`src/bcc_pkg.sv`:
```
// shared types and constants for the button click classifier
`timescale 1ns / 1ps
`default_nettype none

package bcc_pkg;

  localparam int TIME_BITS  = 32;
  localparam int LIMIT_BITS = 16;
  localparam int IN_BITS    = 40;
  localparam int OUT_BITS   = 8;
  localparam int CFG_IDX_BITS = 2;

  typedef logic [TIME_BITS-1:0]  time_t;
  typedef logic [LIMIT_BITS-1:0] limit_t;
  typedef logic [CFG_IDX_BITS-1:0] cfg_idx_t;

  // configuration register indexes
  localparam cfg_idx_t REG_DEBOUNCE = 2'd0;
  localparam cfg_idx_t REG_CLICK    = 2'd1;
  localparam cfg_idx_t REG_LONG     = 2'd2;

  localparam limit_t DEBOUNCE_RESET = 16'd50;
  localparam limit_t CLICK_RESET    = 16'd200;
  localparam limit_t LONG_RESET     = 16'd1000;

  typedef enum logic [2:0] {
    PH_IDLE     = 3'd0,
    PH_PRESSED  = 3'd1,
    PH_RELEASED = 3'd2,
    PH_SECOND   = 3'd3,
    PH_LONG     = 3'd4
  } phase_t;

  typedef enum logic [1:0] {
    EV_NONE   = 2'd0,
    EV_CLICK  = 2'd1,
    EV_DOUBLE = 2'd2,
    EV_LONG   = 2'd3
  } event_t;

  typedef struct packed {
    limit_t debounce;
    limit_t click;
    limit_t long_press;
  } limits_t;

  typedef struct packed {
    event_t event_code;
    logic   long_held;
  } result_t;

endpackage

`default_nettype wire

```
`src/bcc_fsm.sv`:
```
// gesture state machine: phase, press start time and long press flag
`timescale 1ns / 1ps
`default_nettype none

module bcc_fsm (
  input  wire logic              clk,
  input  wire logic              rst_n,
  input  wire logic              step,
  input  wire logic              button_level,
  input  wire bcc_pkg::time_t    now_ticks,
  input  wire bcc_pkg::limits_t  limits,
  output bcc_pkg::result_t       result
);

  bcc_pkg::phase_t phase_r, phase_nxt;
  bcc_pkg::time_t  press_start_r, press_start_nxt;
  logic            long_flag_r, long_flag_nxt;
  bcc_pkg::event_t ev;

  bcc_pkg::time_t  dl_debounce, dl_click, dl_long;

  // deadlines wrap modulo the timestamp width
  assign dl_debounce = press_start_r + bcc_pkg::TIME_BITS'(limits.debounce);
  assign dl_click    = press_start_r + bcc_pkg::TIME_BITS'(limits.click);
  assign dl_long     = press_start_r + bcc_pkg::TIME_BITS'(limits.long_press);

  always_comb begin
    phase_nxt       = phase_r;
    press_start_nxt = press_start_r;
    long_flag_nxt   = long_flag_r;
    ev              = bcc_pkg::EV_NONE;
    unique case (phase_r)
      bcc_pkg::PH_PRESSED: begin
        if (button_level && (now_ticks < dl_debounce)) begin
          phase_nxt = bcc_pkg::PH_IDLE;
        end else if (button_level) begin
          phase_nxt = bcc_pkg::PH_RELEASED;
        end else if (now_ticks > dl_long) begin
          long_flag_nxt = 1'b1;
          ev            = bcc_pkg::EV_LONG;
          phase_nxt     = bcc_pkg::PH_LONG;
        end
      end
      bcc_pkg::PH_RELEASED: begin
        // timeout wins over a new press in the same poll
        if (now_ticks > dl_click) begin
          ev        = bcc_pkg::EV_CLICK;
          phase_nxt = bcc_pkg::PH_IDLE;
        end else if (!button_level) begin
          phase_nxt = bcc_pkg::PH_SECOND;
        end
      end
      bcc_pkg::PH_SECOND: begin
        if (button_level) begin
          ev        = bcc_pkg::EV_DOUBLE;
          phase_nxt = bcc_pkg::PH_IDLE;
        end
      end
      bcc_pkg::PH_LONG: begin
        if (button_level) begin
          long_flag_nxt = 1'b0;
          phase_nxt     = bcc_pkg::PH_IDLE;
        end else begin
          long_flag_nxt = 1'b1;
        end
      end
      default: begin
        if (!button_level) begin
          phase_nxt       = bcc_pkg::PH_PRESSED;
          press_start_nxt = now_ticks;
        end else begin
          phase_nxt = bcc_pkg::PH_IDLE;
        end
      end
    endcase
  end

  assign result.event_code = ev;
  assign result.long_held  = long_flag_nxt;

  always_ff @(posedge clk) begin
    if (!rst_n) begin
      phase_r       <= bcc_pkg::PH_IDLE;
      press_start_r <= '0;
      long_flag_r   <= 1'b0;
    end else if (step) begin
      phase_r       <= phase_nxt;
      press_start_r <= press_start_nxt;
      long_flag_r   <= long_flag_nxt;
    end
  end

  // long flag tracks the long hold phase exactly
  a_flag_phase: assert property (@(posedge clk) disable iff (!rst_n)
    long_flag_r == (phase_r == bcc_pkg::PH_LONG))
    else $error("long flag out of step with phase");

  // a double click only closes a second press
  a_double_src: assert property (@(posedge clk) disable iff (!rst_n)
    (result.event_code == bcc_pkg::EV_DOUBLE) |-> (phase_r == bcc_pkg::PH_SECOND))
    else $error("double click outside second press");

  // a long press event enters long hold
  a_long_enter: assert property (@(posedge clk) disable iff (!rst_n)
    (step && result.event_code == bcc_pkg::EV_LONG) |=>
      (phase_r == bcc_pkg::PH_LONG && long_flag_r))
    else $error("long press event did not enter long hold");

  // no step means state holds
  a_hold: assert property (@(posedge clk) disable iff (!rst_n)
    !step |=> $stable(phase_r) && $stable(press_start_r))
    else $error("state changed without a step");

endmodule

`default_nettype wire

```
`src/button_click_classifier.sv`:
```
// top level: stream wrapper, limit registers and result register
// path: a request is held in the input register, then classified into the result register
// throughput: one request per cycle while results are taken, bound by the registered state update
// a waiting result lets the input register take one more request, then in_tready drops
// reset (rst_n low, synchronous) empties both registers, returns to idle and
// loads the limits 50 / 200 / 1000 ticks
`timescale 1ns / 1ps
`default_nettype none

module button_click_classifier (
  input  wire logic                           clk,
  input  wire logic                           rst_n,
  // input stream
  input  wire logic                           in_tvalid,
  output logic                                in_tready,
  input  wire logic [bcc_pkg::IN_BITS-1:0]    in_tdata,   // [0] button_level, [32:1] now_ticks
  // result stream
  output logic                                out_tvalid,
  input  wire logic                           out_tready,
  output logic [bcc_pkg::OUT_BITS-1:0]        out_tdata,  // [1:0] event_code, [2] long_held
  // configuration writes
  input  wire logic                           cfg_we,
  input  wire bcc_pkg::cfg_idx_t              cfg_index,
  input  wire bcc_pkg::limit_t                cfg_wdata
);

  // limit registers
  bcc_pkg::limits_t limits_r;

  always_ff @(posedge clk) begin
    if (!rst_n) begin
      limits_r.debounce   <= bcc_pkg::DEBOUNCE_RESET;
      limits_r.click      <= bcc_pkg::CLICK_RESET;
      limits_r.long_press <= bcc_pkg::LONG_RESET;
    end else if (cfg_we) begin
      unique case (cfg_index)
        bcc_pkg::REG_DEBOUNCE: limits_r.debounce   <= cfg_wdata;
        bcc_pkg::REG_CLICK:    limits_r.click      <= cfg_wdata;
        bcc_pkg::REG_LONG:     limits_r.long_press <= cfg_wdata;
        default: ;             // unmapped index, write dropped
      endcase
    end
  end

  // input register
  logic            in_valid_r;
  logic            level_r;
  bcc_pkg::time_t  now_r;
  logic            advance;
  logic            in_take;

  // the poll moves on when the result slot is free or being drained
  assign advance   = in_valid_r && (!out_tvalid || out_tready);
  assign in_tready = !in_valid_r || advance;
  assign in_take   = in_tvalid && in_tready;

  always_ff @(posedge clk) begin
    if (!rst_n) begin
      in_valid_r <= 1'b0;
    end else if (in_take) begin
      in_valid_r <= 1'b1;
    end else if (advance) begin
      in_valid_r <= 1'b0;
    end
  end

  // payload needs no reset
  always_ff @(posedge clk) begin
    if (in_take) begin
      level_r <= in_tdata[0];
      now_r   <= in_tdata[bcc_pkg::TIME_BITS:1];
    end
  end

  // gesture classification, one poll per step
  bcc_pkg::result_t step_res;

  bcc_fsm u_fsm (
    .clk          (clk),
    .rst_n        (rst_n),
    .step         (advance),
    .button_level (level_r),
    .now_ticks    (now_r),
    .limits       (limits_r),
    .result       (step_res)
  );

  // result register
  logic             out_valid_r;
  bcc_pkg::result_t res_r;

  always_ff @(posedge clk) begin
    if (!rst_n) begin
      out_valid_r <= 1'b0;
    end else if (advance) begin
      out_valid_r <= 1'b1;
    end else if (out_tready) begin
      out_valid_r <= 1'b0;
    end
  end

  always_ff @(posedge clk) begin
    if (advance) begin
      res_r <= step_res;
    end
  end

  assign out_tvalid = out_valid_r;
  assign out_tdata  = {{(bcc_pkg::OUT_BITS - 3){1'b0}}, res_r.long_held, res_r.event_code};

  // a waiting result is never dropped
  a_out_hold: assert property (@(posedge clk) disable iff (!rst_n)
    (out_tvalid && !out_tready) |=> out_tvalid)
    else $error("pending result lost");

  // input side only backs up behind a full input register and a waiting result
  a_ready_cause: assert property (@(posedge clk) disable iff (!rst_n)
    !in_tready |-> (in_valid_r && out_valid_r && !out_tready))
    else $error("input stalled without cause");

  // every accepted poll produces a result
  a_take_result: assert property (@(posedge clk) disable iff (!rst_n)
    advance |=> out_valid_r)
    else $error("step without result");

endmodule

`default_nettype wire

```
`config.mk`:
```
export PLATFORM = sky130hd
export DESIGN_NAME = button_click_classifier
export DESIGN_NICKNAME = d
export VERILOG_FILES = /design/src/bcc_pkg.sv /design/src/bcc_fsm.sv /design/src/button_click_classifier.sv
export SDC_FILE = /design/constraint.sdc
export NUM_CORES = 1
export LEC_CHECK = 0
export BUFFER_PORTS_ARGS = -buffer_cell sky130_fd_sc_hd__buf_2
export CORE_MARGIN = 2
export CORE_UTILIZATION = 45
export DETAILED_ROUTE_END_ITERATION = 16
export GPL_ROUTABILITY_DRIVEN = 0
export REMOVE_ABC_BUFFERS = 1
export SLEW_MARGIN = 5
export SYNTH_ARGS = -nofsm -noshare
export SYNTH_HDL_FRONTEND = slang
export SYNTH_SLANG_ARGS = --single-unit
```
`constraint.sdc`:
```
create_clock -name clk -period 4.9 [get_ports clk]
set_input_delay 0 -clock clk [delete_from_list [all_inputs] [get_ports clk]]
set_output_delay 0 -clock clk [all_outputs]
set_load 0.02 [all_outputs]
```
==> impl_metrics.tcl <==
set metrics [dict create \
    grt_usage_pct 24.4 \
    drt_iter0_drc 445 \
    max_freq_mhz 220 \
    whs_path_depth 5 \
    p_total_mw 2.92 \
    utilization_pct 54.6 \
    crit_fanout 9 \
    start_util_pct 46.2 \
    path_clk_slew_ps 60 \
    hold_path.class "in -> reg" \
    synth_area_per_cell_sq_um 8.33 \
    clk_path_buf_depth 2 \
    final_cell_count_no_fill 1515 \
    startpoint_type "register" \
    max_stage_delay_ps 390 \
    vias 8400 \
    crit_type "reg -> reg" \
    hold_violations 0 \
    crit_chain "ha_1 > inv_1 > fa_1 > nand2b_1 > a21oi_1 > o21ai_1 > a21oi_2 > o221ai_4 > a211oi_1 > xnor2_1 > ha_1 > and4_1 > a221o_1 > a211o_1 > a211oi_1 > nor3_1 > or2_1" \
    min_period_ps 4550 \
    cp_slowest_cell "dfxtp_1" \
    cp.required_ps 5080 \
    drc 0 \
    rr_endpoint "out_tdata[0]" \
    syn_area_sq_um 9400 \
    first_global_vias 8136 \
    final_area_sq_um 11100 \
    leakage_nw 4.49 \
    clock-sinks 122 \
    antenna_found_initial 0 \
    dp.cells 1427 \
    die_w_microns 149 \
    slew_headroom_pct 34.1 \
    htreeDepth 4 \
    grt-ovfl-total 0 \
    synth.distinct_cells 72 \
    num_antenna_cells 0 \
    final-setup-viol-count 0 \
    crit_path_end_kind "register" \
    skew_ps 9.83 \
    post-route-period-util_pct 92.8 \
    cts_setup_buffers 0 \
    routed_wl_mm 26.1 \
    hold_path_end "limits_r[45]" \
    netlist.top_cell.by_area "ha_1" \
    synth_top_area_share_pct 19.0 \
    syn-instance-count 1128 \
    core_sq_um 20400 \
    cts_tree "done" \
    cts_buffers 17 \
    grt_max_degree 72 \
    r2r_cells 17 \
    wl_per_cell_microns 17.2 \
    rsz0062_at_grt "false" \
    rows 52 \
    final.setup.tns_ps 0 \
    final_max_slew_viol_count 0 \
    nNetsFinal 1441 \
    synth-seq-cells 122 \
    yosysSeqAreaShare_pct 29.8 \
    ir_worst_vdd_v 0.000243 \
    drtPass1Iterations 5 \
    async_flop_share_pct 0 \
    maxCapViolCount 0 \
    outcome "completed" \
    hpwl_mm 18.8 \
    cts_root_buffer "clkbuf_16" \
    ys.flop_type "dfxtp_1" \
    die_area_sq_um 22100 \
    grt_pass1_wl_mm 41.9 \
    r2r_slack_ps 350 \
    final_antenna_net_count 0 \
    powerDensity_nw_per_um2 263 \
    worstPathArrival_ps 4730 \
    r2r-start "u_fsm.press_start_r[0]" \
    min-delay-start "cfg_index[0]" \
    dieHeight_microns 149 \
    synthTopCellsByArea "ha_1, dfxtp_1, edfxtp_1" \
    drive_gt1_share_pct 10.5 \
    num_io_pins 73 \
    portBuffers 60 \
    tightest_slew_ps 988 \
    area_delta_synth_final_pct 18.3 \
    placed_area_sq_um 9950 \
    yosysWarnings 0 \
    clock_latency_ps 430 \
    synth_edf_count 36 \
    routed_via_density 5.54 \
]
## repair_timing
action	CTS	global route
hold endpoints to repair	83	0
resized for setup	0	3
setup endpoints to repair	0	4
hold buffers	56	0
## cells in the mapped netlist (24+ instances only)
| cell type | number |
|---|---|
| inv_1 | 24 |
| xnor2_1 | 48 |
| edfxtp_1 | 36 |
| nand3_1 | 36 |
| clkbuf_1 | 32 |
| ha_1 | 143 |
| dfxtp_1 | 86 |
| xor2_1 | 40 |
| o21ai_0 | 28 |
| nor2_1 | 53 |
| a21oi_1 | 150 |
| nand2_1 | 217 |
## state kept, by name (all words and copies together), names as in the netlist
name,flops
u_fsm.phase_r,3
level_r,1
now_r,32
u_fsm.press_start_r,32
out_tdata,3
u_fsm.long_flag_r,1
limits_r,48
out_tvalid,1
in_valid_r,1
## area by class of cell
type                    count  area, sq um
flip-flops and latches    122         2800
clock inverters             6         56.3
fillers                  1887         9240
well taps                 270          338
clock buffers              26          543
repair buffers            129          958
inverters                  25         93.8
multi-input cells         937         6330
## worst max-delay path by stage
stage | startpoint | endpoint | slack, ps | cells past startpoint
2_1_floorplan | u_fsm.press_start_r[0] | out_tdata[0] | 860 | 18
3_3_place_gp | u_fsm.press_start_r[0] | out_tdata[0] | 360 | 17
3_5_place_dp | u_fsm.press_start_r[0] | out_tdata[0] | 290 | 19
4_1_cts | u_fsm.press_start_r[0] | out_tdata[0] | 240 | 19
5_1_grt | u_fsm.press_start_r[0] | out_tdata[0] | 8 | 17
6_report | u_fsm.press_start_r[0] | out_tdata[0] | 350 | 17
## cell families after synthesis
family,Yosys count,share of synthesized area (%)
and+or+nand+nor,410,19.7
AOI/OAI and AO/OA,288,19.3
adders and majority gates,146,19.7
DFF,122,29.8
xor gates and xnor gates,88,8.20
buffers and inverters,73,3.25
other,1,0.0399
## power breakdown
| group | switching, mW | total (mW) | internal, mW |
|---|---|---|---|
| Sequential | 0.0552 | 1.14 | 1.09 |
| Clock | 0.489 | 1.30 | 0.813 |
| Combinational | 0.263 | 0.476 | 0.213 |
## metrics by stage
step                      setup WS (ps)  hold WS [ps]
final                               351           144
after global routing               8.38           167
after CTS                           245           132
after detailed placement            287           178
after global placement              360           176
after floorplan                     857          71.8
## routing by layer
layer	track usage (%)	vias to the layer above	routed length, microns
li1	-	4239	-
met4	8.43	0	580
met3	4.17	35	1020
met1	31.9	3952	12300
met2	40.7	174	12300
met5	0	-	0
## cell usage in the layout (no fill, tap or decap), types with 11 or more instances in the layout
| cell type | count |
|---|---|
| nor2_1 | 53 |
| o21ai_0 | 28 |
| a21o_1 | 22 |
| nand2b_1 | 11 |
| edfxtp_1 | 36 |
| nand3_1 | 36 |
| xnor2_1 | 48 |
| dlygate4sd3_1 | 56 |
| dfxtp_1 | 86 |
| nand4_1 | 23 |
| inv_1 | 24 |
| buf_4 | 13 |
| a21oi_1 | 149 |
| buf_2 | 60 |
| xor2_1 | 40 |
| nand2_1 | 217 |
| clkbuf_16 | 20 |
| a211oi_1 | 13 |
| nor3_1 | 16 |
| ha_1 | 143 |
## worst max-delay path, delay by kind of cell (launching register included)
kind,cells,cell delay (ps)
buffers and inverters,1,70
adders and majority gates,3,880
and+or+nand+nor,4,710
AOI/OAI and AO/OA,8,2070
xor gates and xnor gates,1,160
DFF,1,390
No activity file was read; power rests on OpenSTA's default activity.
